--- config.mk ---
export PLATFORM = sky130hd
export DESIGN_NAME = esc_throttle_reverse_sequencer
export DESIGN_NICKNAME = d
export VERILOG_FILES = /design/src/ets_pkg.sv /design/src/esc_throttle_reverse_sequencer.sv /design/src/ets_pulse_pipe.sv
export SDC_FILE = /design/constraint.sdc
export NUM_CORES = 1
export LEC_CHECK = 0
export CAP_MARGIN = 25
export CORE_ASPECT_RATIO = 1.5
export CORE_MARGIN = 2
export CORE_UTILIZATION = 65
export CTS_BUF_LIST = sky130_fd_sc_hd__clkbuf_8
export CTS_CLUSTER_SIZE = 25
export DETAILED_ROUTE_END_ITERATION = 16
export DONT_BUFFER_PORTS = 1
export PLACE_DENSITY_LB_ADDON = 0.15
export SYNTH_ARGS = -nofsm -noshare
export SYNTH_HDL_FRONTEND = slang
export SYNTH_SLANG_ARGS = --single-unit
--- constraint.sdc ---
create_clock -name i_clk -period 11.55 [get_ports i_clk]
set_input_delay 1.155 -clock i_clk [delete_from_list [all_inputs] [get_ports i_clk]]
set_output_delay 1.155 -clock i_clk [all_outputs]
set_load 0.01 [all_outputs]
--- src/ets_pkg.sv ---
`timescale 1ns / 1ps
// ---------------------------------------------------------------------------
// ets_pkg
// Types and constants of the ESC throttle sequencer with reverse brake.
// ---------------------------------------------------------------------------
package ets_pkg;

    // Command codes of an input transaction.
    localparam logic CMD_SET  = 1'b0;
    localparam logic CMD_TICK = 1'b1;

    // Phase codes of a result.
    localparam logic [1:0] PH_NORMAL = 2'd0;
    localparam logic [1:0] PH_BRAKE  = 2'd1;
    localparam logic [1:0] PH_HOLD   = 2'd2;

    // Configuration register indexes.
    localparam logic [1:0] CFG_CHANNEL  = 2'd0;
    localparam logic [1:0] CFG_RANGE    = 2'd1;
    localparam logic [1:0] CFG_BRAKE    = 2'd2;
    localparam logic [1:0] CFG_REVERSAL = 2'd3;

    // Reset values of the configuration registers.
    localparam logic [3:0]  RST_CHANNEL  = 4'd0;
    localparam logic [11:0] RST_RANGE    = 12'd1000;
    localparam logic [9:0]  RST_BRAKE    = 10'd200;
    localparam logic [9:0]  RST_REVERSAL = 10'd500;

    // Sequencer constants.
    localparam logic signed [15:0] NONZERO_MIN   = 16'sd33;
    localparam logic signed [15:0] LAST_NZ_RESET = 16'sd3277;
    localparam logic signed [15:0] THR_MINUS_ONE = -16'sd32768;
    localparam logic [9:0]         ELAPSED_MAX   = 10'd1023;

    // Pulse arithmetic in microseconds times 65536, 30 bits signed.
    localparam int                 PW_W        = 30;
    localparam logic signed [29:0] CENTER_SC   = 30'sd98304000;
    localparam logic signed [29:0] BRAKE_OFS   = -30'sd32768000;

    // Off count = floor(scaled / 320000) = floor((scaled >> 9) / 625).
    // The reciprocal of 625 at 2^28 is exact for a 19-bit dividend.
    localparam int          DIV_X_W   = 19;
    localparam int          DIV_SHIFT = 28;
    localparam logic [18:0] DIV_RECIP = 19'd429497;

    // One throttle command on its way to the pulse converter.
    typedef struct packed {
        logic [3:0]         channel;
        logic signed [15:0] throttle;
        logic signed [15:0] applied;
        logic [1:0]         phase;
    } t_item;

endpackage

--- src/esc_throttle_reverse_sequencer.sv ---
`timescale 1ns / 1ps
// Throughput: one transaction per cycle while o_stall is low; a tick gives no result.
// A set-throttle result passes three registers: input, pulse clamp, reciprocal divide.
// Reset is synchronous, active low: state clears, registers return to their defaults.
// ---------------------------------------------------------------------------
// esc_throttle_reverse_sequencer
// Maps Q1.15 throttle commands to PWM off counts and runs the reverse
// brake sequence, counting millisecond ticks.
// ---------------------------------------------------------------------------
module esc_throttle_reverse_sequencer (
    input  logic               i_clk,
    input  logic               i_rst_n,
    input  logic               i_cfg_valid,
    output logic               o_cfg_ready,
    input  logic [1:0]         i_cfg_index,
    input  logic [11:0]        i_cfg_data,
    input  logic               i_valid,
    output logic               o_stall,
    input  logic               i_command,
    input  logic signed [15:0] i_throttle,
    output logic               o_valid,
    input  logic               i_stall,
    output logic [3:0]         o_out_channel,
    output logic [11:0]        o_off_count,
    output logic signed [15:0] o_applied_throttle,
    output logic [1:0]         o_phase
);
    import ets_pkg::*;

    logic [3:0]         r_channel;
    logic [11:0]        r_range;
    logic [9:0]         r_brake;
    logic [9:0]         r_reversal;
    logic               r_reversing;
    logic [9:0]         r_elapsed;
    logic signed [15:0] r_last_nz;
    logic               r_s0_valid;
    t_item              r_s0_item;

    logic               n_reversing;
    logic [9:0]         n_elapsed;
    logic signed [15:0] n_last_nz;
    logic [1:0]         n_phase;
    t_item              n_item;
    logic               accept;
    logic               s0_load;
    logic               pipe_ready;
    logic               last_pos;
    logic               rev_active;
    logic [9:0]         e_now;

    // Configuration writes are always taken.
    assign o_cfg_ready = 1'b1;

    always_ff @(posedge i_clk) begin
        if (!i_rst_n) begin
            r_channel  <= RST_CHANNEL;
            r_range    <= RST_RANGE;
            r_brake    <= RST_BRAKE;
            r_reversal <= RST_REVERSAL;
        end else if (i_cfg_valid) begin
            unique case (i_cfg_index)
                CFG_CHANNEL:  r_channel  <= i_cfg_data[3:0];
                CFG_RANGE:    r_range    <= i_cfg_data;
                CFG_BRAKE:    r_brake    <= i_cfg_data[9:0];
                CFG_REVERSAL: r_reversal <= i_cfg_data[9:0];
                default:      r_channel  <= r_channel;
            endcase
        end
    end

    // Input handshake: the input register loads when empty or draining.
    assign s0_load = !r_s0_valid || pipe_ready;
    assign o_stall = !s0_load;
    assign accept  = i_valid && s0_load;

    // Reversal sequencing for one accepted transaction.
    always_comb begin
        last_pos    = !r_last_nz[15] && (r_last_nz != 16'sd0);
        rev_active  = (last_pos && i_throttle[15]) || r_reversing;
        e_now       = r_reversing ? r_elapsed : 10'd0;
        n_reversing = r_reversing;
        n_elapsed   = r_elapsed;
        n_last_nz   = r_last_nz;
        n_phase     = PH_NORMAL;
        if (accept) begin
            if (i_command == CMD_TICK) begin
                if (r_reversing && (r_elapsed != ELAPSED_MAX)) begin
                    n_elapsed = r_elapsed + 10'd1;
                end
            end else begin
                if (rev_active) begin
                    n_elapsed = e_now;
                    if (e_now >= r_reversal) begin
                        n_reversing = 1'b0;
                    end else begin
                        n_reversing = 1'b1;
                        n_phase     = (e_now <= r_brake) ? PH_BRAKE : PH_HOLD;
                    end
                end
                if ((n_phase == PH_NORMAL)
                    && ((i_throttle >= NONZERO_MIN) || (i_throttle <= -NONZERO_MIN))) begin
                    n_last_nz = i_throttle;
                end
            end
        end
        n_item.channel  = r_channel;
        n_item.throttle = i_throttle;
        n_item.phase    = n_phase;
        case (n_phase)
            PH_BRAKE: n_item.applied = THR_MINUS_ONE;
            PH_HOLD:  n_item.applied = 16'sd0;
            default:  n_item.applied = i_throttle;
        endcase
    end

    // Sequencer state.
    always_ff @(posedge i_clk) begin
        if (!i_rst_n) begin
            r_reversing <= 1'b0;
            r_elapsed   <= 10'd0;
            r_last_nz   <= LAST_NZ_RESET;
        end else begin
            r_reversing <= n_reversing;
            r_elapsed   <= n_elapsed;
            r_last_nz   <= n_last_nz;
        end
    end

    // Input register: only set-throttle commands go on to the converter.
    always_ff @(posedge i_clk) begin
        if (!i_rst_n) begin
            r_s0_valid <= 1'b0;
        end else if (s0_load) begin
            r_s0_valid <= accept && (i_command == CMD_SET);
        end
        if (accept && (i_command == CMD_SET)) begin
            r_s0_item <= n_item;
        end
    end

    ets_pulse_pipe u_pipe (
        .i_clk              (i_clk),
        .i_rst_n            (i_rst_n),
        .i_range            (r_range),
        .i_valid            (r_s0_valid),
        .o_ready            (pipe_ready),
        .i_item             (r_s0_item),
        .o_valid            (o_valid),
        .i_stall            (i_stall),
        .o_out_channel      (o_out_channel),
        .o_off_count        (o_off_count),
        .o_applied_throttle (o_applied_throttle),
        .o_phase            (o_phase)
    );

endmodule

--- src/ets_pulse_pipe.sv ---
`timescale 1ns / 1ps
// ---------------------------------------------------------------------------
// ets_pulse_pipe
// Two-stage pipeline that turns a throttle and phase into a clamped pulse
// width and then into a 12-bit PWM off count of a 20 ms period.
// ---------------------------------------------------------------------------
module ets_pulse_pipe (
    input  logic               i_clk,
    input  logic               i_rst_n,
    input  logic [11:0]        i_range,
    input  logic               i_valid,
    output logic               o_ready,
    input  ets_pkg::t_item     i_item,
    output logic               o_valid,
    input  logic               i_stall,
    output logic [3:0]         o_out_channel,
    output logic [11:0]        o_off_count,
    output logic signed [15:0] o_applied_throttle,
    output logic [1:0]         o_phase
);
    import ets_pkg::*;

    logic                      r_s1_valid;
    logic [DIV_X_W-1:0]        r_s1_x;
    t_item                     r_s1_item;
    logic                      r_o_valid;
    logic [11:0]               r_off;
    t_item                     r_o_item;

    logic                      s1_ready;
    logic                      o_ready_int;
    logic signed [PW_W-1:0]    prod;
    logic signed [PW_W-1:0]    half;
    logic signed [PW_W-1:0]    ofs;
    logic signed [PW_W-1:0]    ofs_clamped;
    logic signed [PW_W-1:0]    scaled;
    logic [DIV_X_W-1:0]        n_x;
    logic [2*DIV_X_W-1:0]      div_prod;

    // Stage handshakes: a stage loads when it is empty or its successor moves.
    assign s1_ready    = !r_o_valid || !i_stall;
    assign o_ready_int = !r_s1_valid || s1_ready;
    assign o_ready     = o_ready_int;

    // Pulse offset from center, clamped to plus or minus half the range.
    always_comb begin
        prod = PW_W'(i_item.throttle) * PW_W'($signed({1'b0, i_range}));
        half = $signed({3'b000, i_range, 15'b0});
        case (i_item.phase)
            PH_BRAKE: ofs = BRAKE_OFS;
            PH_HOLD:  ofs = '0;
            default:  ofs = prod;
        endcase
        if (ofs < -half) begin
            ofs_clamped = -half;
        end else if (ofs > half) begin
            ofs_clamped = half;
        end else begin
            ofs_clamped = ofs;
        end
        scaled = CENTER_SC + ofs_clamped;
        if (scaled <= 0) begin
            n_x = '0;
        end else begin
            n_x = scaled[27:9];
        end
    end

    // Division by 625 through the exact reciprocal.
    assign div_prod = r_s1_x * DIV_RECIP;

    // Stage one: clamped pulse width, pre-shifted by 512.
    always_ff @(posedge i_clk) begin
        if (!i_rst_n) begin
            r_s1_valid <= 1'b0;
        end else if (o_ready_int) begin
            r_s1_valid <= i_valid;
        end
        if (o_ready_int && i_valid) begin
            r_s1_x    <= n_x;
            r_s1_item <= i_item;
        end
    end

    // Stage two: result register.
    always_ff @(posedge i_clk) begin
        if (!i_rst_n) begin
            r_o_valid <= 1'b0;
        end else if (s1_ready) begin
            r_o_valid <= r_s1_valid;
        end
        if (s1_ready && r_s1_valid) begin
            r_off    <= {2'b00, div_prod[DIV_SHIFT+9:DIV_SHIFT]};
            r_o_item <= r_s1_item;
        end
    end

    assign o_valid            = r_o_valid;
    assign o_out_channel      = r_o_item.channel;
    assign o_off_count        = r_off;
    assign o_applied_throttle = r_o_item.applied;
    assign o_phase            = r_o_item.phase;

endmodule

==> impl_metrics.env, run 1 <==
export IMPL_seq_area_um2=4650
export IMPL_worst_pin_slew_ns=1.08
export IMPL_overflow=0
export IMPL_critical_path_max_stage_delay_ns=0.91
export IMPL_grt_pass1_vias=16500
export IMPL_worst_hold_path_type="flip-flop to flip-flop"
export IMPL_regToRegEndpoint="u_pipe.r_s1_x[9]"
export IMPL_clk_latency_ns=0.48
export IMPL_maxCapViolCount=0
export IMPL_yosys_register_bits=177
export IMPL_setup_violations=0
export IMPL_relSlewSlack_pct=28.2
export IMPL_post_cts_buffers=0
export IMPL_io_pin_count=73
export IMPL_core_area_um2=34000
export IMPL_status="finished clean"
export IMPL_die_area_um2=35800
export IMPL_start_util_pct=65.6
export IMPL_multi_input_area_um2=15300
export IMPL_routedWlPerCell_um=18.9
export IMPL_worstHoldEndpoint="u_pipe.o_applied_throttle[5]"
export IMPL_syn_cell_area_um2=22300
export IMPL_r2r_slack_ns=1.20
export IMPL_num_rows=83
export IMPL_drt_total_wl_um=50400
export IMPL_cts_resized=0
export IMPL_cts_tree="built"
export IMPL_grt_use_total_pct=29.9
export IMPL_dieHeight_um=231
export IMPL_ant_nets=0
export IMPL_slowest_stage="dfxtp_1"
export IMPL_worst_path_max_fanout=24
export IMPL_firstDrtPassIters=7
export IMPL_cts_buffer_depth=2
export IMPL_r2r_start="r_range[2]"
export IMPL_drive_gt1_share_pct=3.88
export IMPL_cp_end_kind="flip-flop"
export IMPL_hold_start="u_pipe.r_s1_item[7]"
export IMPL_hold_depth=0
export IMPL_final_cell_mix="inv_1 (540), fa_1 (312), ha_1 (267)"
export IMPL_finalCritPeriodShare_pct=89.6
export IMPL_synth_warnings=0
export IMPL_yosysUniqueCellTypes=95
export IMPL_avgViaCountPerCell=5.73
export IMPL_stdcell_count=2667
export IMPL_dpl_hpwl_um=42100
export IMPL_synth_ff_type="edfxtp_1"
export IMPL_h_tree_depth=4
export IMPL_r2r_cells=33
export IMPL_fin_setup_tns_ns=0
export IMPL_cp_common_cell="fa_1"
export IMPL_grt_max_degree=67
export IMPL_slew_viol_final=0
export IMPL_critPathRequiredTime_ns=11.78
export IMPL_rsz0062_at_grt="false"
export IMPL_nFillCells=2702
export IMPL_diodes=0
export IMPL_antenna_found_initial=0
export IMPL_grt_pass1_wl_um=83400
export IMPL_cts_root_buf="clkbuf_8"
export IMPL_vias=15300
export IMPL_layout_commonest_cell="inv_1"
export IMPL_seq_area_frac_synth_pct=20.9
export IMPL_port_buffers=0
export IMPL_nets=2844
export IMPL_drtIter0Drc=798
export IMPL_crit_type="flip-flop to flip-flop"
export IMPL_area_delta_synth_final_pct=3.13
export IMPL_cts_sinks=177
export IMPL_fmaxAchievable_mhz=96.7
export IMPL_critPathLaunchType="flip-flop"
export IMPL_place_congestion=0.982
export IMPL_die_x_um=155
export IMPL_drc_errors=0
export IMPL_skew_ns=0.0172
export IMPL_hold_buffers=0
export IMPL_hold_viol=0
export IMPL_dp_cells=2635
export IMPL_min_period_ns=10.35
export IMPL_synthCells=2277
export IMPL_cp_arrival_ns=10.58
export IMPL_clk_pin_slew_ns=0.10
export IMPL_synth_edf_count=111
export IMPL_cts_buffers=17
export IMPL_synthArstFlopShare_pct=0
export IMPL_synth_area_per_cell_um2=9.78
## kinds of logic (layout without fill, tap and decap cells)
group                    after synthesis  after routing  share of synthesized area, %
buffers and inverters                615            579                          10.5
adder cells (fa/ha/maj)              580            580                          43.1
AND/OR/NAND/NOR                      557            557                          13.2
AO/OA/AOI/OAI                        270            270                          9.09
flip-flops                           177            177                          20.9
XOR/XNOR                              49             49                          1.93
multiplexers                          27             27                          1.22
other                                  2              3                        0.0337
## per-stage QoR
step | instance area [um2] | util (%) | worst slack (ns) | hold slack, ns
2_1_floorplan | 22300 | - | 2.60 | 0.400
3_3_place_gp | 22500 | 66.4 | 1.35 | 0.401
3_5_place_dp | 22600 | 66.5 | 1.23 | 0.405
4_1_cts | 23000 | 67.6 | 1.22 | 0.413
5_1_grt | 23000 | 67.6 | 0.470 | 0.420
6_report | 23000 | 67.6 | 1.20 | 0.421
## registers in the layout, summed over array words and instances (netlist names), 2 cells and up
signal	cells
r_range	12
r_brake	10
r_reversal	10
u_pipe.o_out_channel	4
r_last_nz	16
u_pipe.o_phase	2
r_channel	4
r_elapsed	10
u_pipe.r_s1_item	22
r_s0_item	38
u_pipe.r_s1_x	19
u_pipe.o_off_count	10
u_pipe.o_applied_throttle	16
## per-layer routing
metal / up-vias / global-route usage (%) / wire length, um
li1: 7159 / - / -
met1: 7607 / 31.9 / 17800
met4: 0 / 15.5 / 2710
met5: - / 0 / 0
met2: 358 / 57.4 / 28400
met3: 147 / 3.06 / 1590
## synth_stat cells, types with 35 or more instances
library cell    n  area share, %
a21oi_1        55            1.2
and2_1        134            3.8
clkbuf_1       62            1.0
dfxtp_1        66            5.9
edfxtp_1      111             15
fa_1          312             28
ha_1          267             15
inv_1         538            9.1
nand2_1       199            3.4
nor2_1         54           0.91
o21ai_0        35           0.79
xnor2_1        36            1.4
## worst max path at each step
| stage | startpoint | endpoint | slack (ns) | cells past startpoint |
|---|---|---|---|---|
| 6_report | r_range[2] | u_pipe.r_s1_x[9] | 1.20 | 33 |
| 5_1_grt | r_range[2] | u_pipe.r_s1_x[9] | 0.47 | 34 |
| 4_1_cts | r_range[1] | u_pipe.r_s1_x[9] | 1.22 | 33 |
| 3_5_place_dp | r_range[1] | u_pipe.r_s1_x[9] | 1.23 | 33 |
| 3_3_place_gp | r_range[1] | u_pipe.r_s1_x[9] | 1.35 | 33 |
| 2_1_floorplan | r_range[2] | u_pipe.r_s1_x[0] | 2.60 | 37 |
## critical path: cells and delay by family, from the launching register on
| kind | cells | cell delay (ns) |
|---|---|---|
| simple gates | 7 | 1.69 |
| xor+xnor | 2 | 0.37 |
| flops | 1 | 0.91 |
| buf+inv | 5 | 0.80 |
| fa+ha+maj | 8 | 3.53 |
| compound gates | 11 | 2.77 |
## layout make-up
cell class | count | area share [%]
Multi-Input combinational cell | 1486 | 66.6
Sequential cell | 177 | 20.3
Inverter | 539 | 8.81
Tap cell | 425 | 2.32
Clock buffer | 18 | 1.08
Clock inverter | 14 | 0.599
Timing Repair Buffer | 8 | 0.349
Power of run 1 is left out: the tool's default activity adds up to more than one toggle a clock period on the data nets, which glitch-free logic cannot reach.
==> run 2: changes to the inputs <==
--- a/config.mk
+++ b/config.mk
@@ -6,9 +6,11 @@
 export NUM_CORES = 1
 export LEC_CHECK = 0
 export CAP_MARGIN = 25
+export CELL_PAD_IN_SITES_DETAIL_PLACEMENT = 0
+export CELL_PAD_IN_SITES_GLOBAL_PLACEMENT = 1
 export CORE_ASPECT_RATIO = 1.5
 export CORE_MARGIN = 2
-export CORE_UTILIZATION = 65
+export CORE_UTILIZATION = 54
 export CTS_BUF_LIST = sky130_fd_sc_hd__clkbuf_8
 export CTS_CLUSTER_SIZE = 25
 export DETAILED_ROUTE_END_ITERATION = 16
==> run 2 against run 1 <==
Clock skew decreased by 0.0020 ns. Critical path type unchanged. Cell area increased by 0.60%. Maximum frequency increased by 0.24%. First-iteration DRC count decreased by 6.9%.
==> impl_metrics.env, run 2 (synthesis gave the netlist of run 1 again) <==
export IMPL_grt_use_total_pct=25.1
export IMPL_layout_commonest_cell="inv_1"
export IMPL_vias=14900
export IMPL_crit_start="r_range[2]"
export IMPL_final_cell_mix="inv_1 (539), fa_1 (312), ha_1 (267)"
export IMPL_reg_top3="r_s0_item (38), u_pipe.r_s1_item (22), u_pipe.r_s1_x (19)"
export IMPL_regMostFlops="r_s0_item"
export IMPL_crit_type="flip-flop to flip-flop"
export IMPL_area_delta_synth_final_pct=3.75
export IMPL_avgViaCountPerCell=5.42
export IMPL_die_area_um2=42900
export IMPL_post_cts_buffers=0
export IMPL_cts_resized=0
export IMPL_drc_errors=0
export IMPL_antenna_found_initial=0
export IMPL_relSlewSlack_pct=30.0
export IMPL_setup_violations=0
export IMPL_worstHoldEndpoint="u_pipe.r_s1_item[4]"
export IMPL_min_period_ns=10.32
export IMPL_h_tree_depth=4
export IMPL_r2r_cells=32
export IMPL_firstDrtPassIters=5
export IMPL_regToRegEndpoint="u_pipe.r_s1_x[9]"
export IMPL_ant_nets=0
export IMPL_routedWlPerCell_um=18.6
export IMPL_cp_end_kind="flip-flop"
export IMPL_r2r_slack_ns=1.23
export IMPL_r2r_start="r_range[2]"
export IMPL_critPathRequiredTime_ns=11.89
export IMPL_cts_root_buf="clkbuf_8"
export IMPL_clk_pin_slew_ns=0.10
export IMPL_clk_latency_ns=0.47
export IMPL_hold_start="r_s0_item[4]"
export IMPL_largest_reg_flops=38
export IMPL_start_util_pct=54.5
export IMPL_status="finished clean"
export IMPL_cts_sinks=177
export IMPL_finalCritPeriodShare_pct=89.4
export IMPL_grt_max_degree=67
export IMPL_core_area_um2=40900
export IMPL_cp_arrival_ns=10.66
export IMPL_fmaxAchievable_mhz=96.9
export IMPL_grt_pass1_vias=15900
export IMPL_skew_ns=0.0152
export IMPL_hold_buffers=0
export IMPL_port_buffers=0
export IMPL_slew_viol_final=0
export IMPL_drive_gt1_share_pct=3.96
export IMPL_grt_pass1_wl_um=83000
export IMPL_cts_tree="built"
export IMPL_drt_total_wl_um=51300
export IMPL_rsz0062_at_grt="false"
export IMPL_hold_depth=0
export IMPL_num_rows=91
export IMPL_cts_buffers=17
export IMPL_critical_path_max_stage_delay_ns=0.93
export IMPL_worst_path_max_fanout=24
export IMPL_worst_hold_path_type="flip-flop to flip-flop"
export IMPL_worst_pin_slew_ns=1.05
export IMPL_dpl_hpwl_um=43400
export IMPL_nets=2847
export IMPL_fin_setup_tns_ns=0
export IMPL_critPathLaunchType="flip-flop"
export IMPL_io_pin_count=73
export IMPL_maxCapViolCount=0
export IMPL_die_x_um=170
export IMPL_dieHeight_um=253
export IMPL_diodes=0
export IMPL_place_congestion=0.881
export IMPL_hold_viol=0
export IMPL_drtIter0Drc=743
export IMPL_overflow=0
export IMPL_cts_buffer_depth=2
export IMPL_slowest_stage="dfxtp_1"
-- run 2: cell types whose count changed in the layout (fill, tap and decap cells not counted) --
cell        previous run  this run
clkinvlp_4             1         0
clkinv_1               1         3
inv_1                540       539
clkbuf_8              18        20
bufinv_16              2         1
buf_12                 1         2
clkinv_2               3         0
buf_4                  6         8
clkinv_4               1         3
-- run 2: layout make-up --
| type | instances | area [um2] |
|---|---|---|
| repair buffers | 11 | 115 |
| fillers | 3687 | 17800 |
| well taps | 511 | 639 |
| inverters | 539 | 2020 |
| clock buffers | 20 | 275 |
| multi-input cells | 1486 | 15300 |
| clock inverters | 12 | 106 |
| flip-flops and latches | 177 | 4650 |
-- run 2: worst max-delay path by stage --
stage                       end  slack, ns  cells after the start
3_3_place_gp   u_pipe.r_s1_x[9]       1.51                     32
2_1_floorplan  u_pipe.r_s1_x[0]       2.60                     37
4_1_cts        u_pipe.r_s1_x[9]       1.26                     31
3_5_place_dp   u_pipe.r_s1_x[9]       1.28                     32
5_1_grt        u_pipe.r_s1_x[9]       0.42                     31
6_report       u_pipe.r_s1_x[9]       1.23                     32
-- run 2: critical path, delay by kind of cell, from the launching register on --
family	cells	cell delay, ns
buffers and inverters	6	0.78
AOI/OAI and AO/OA	11	3.42
xor gates and xnor gates	1	0.12
and+or+nand+nor	7	1.70
adders and majority gates	7	3.19
DFF	1	0.93
-- run 2: metal layers --
metal  vias up  GRT usage, %  share of wire, %
met4         0          10.5               4.2
met5         -             0                 0
li1       7158             -                 -
met2       236          48.7                56
met1      7435          27.6                38
met3       109          2.22               1.9
-- run 2: stage by stage --
step / area (um2) / std cells / utilization (%) / hold slack, ns / setup WS [ns]
2_1_floorplan: 22300 / 2278 / - / 0.400 / 2.60
3_3_place_gp: 22700 / 2721 / 55.5 / 0.401 / 1.51
3_5_place_dp: 22700 / 2723 / 55.5 / 0.405 / 1.28
4_1_cts: 23100 / 2755 / 56.5 / 0.418 / 1.26
5_1_grt: 23100 / 2756 / 56.5 / 0.427 / 0.420
6_report: 23100 / 2756 / 56.5 / 0.420 / 1.23
Power of run 2 is left out for the same reason.
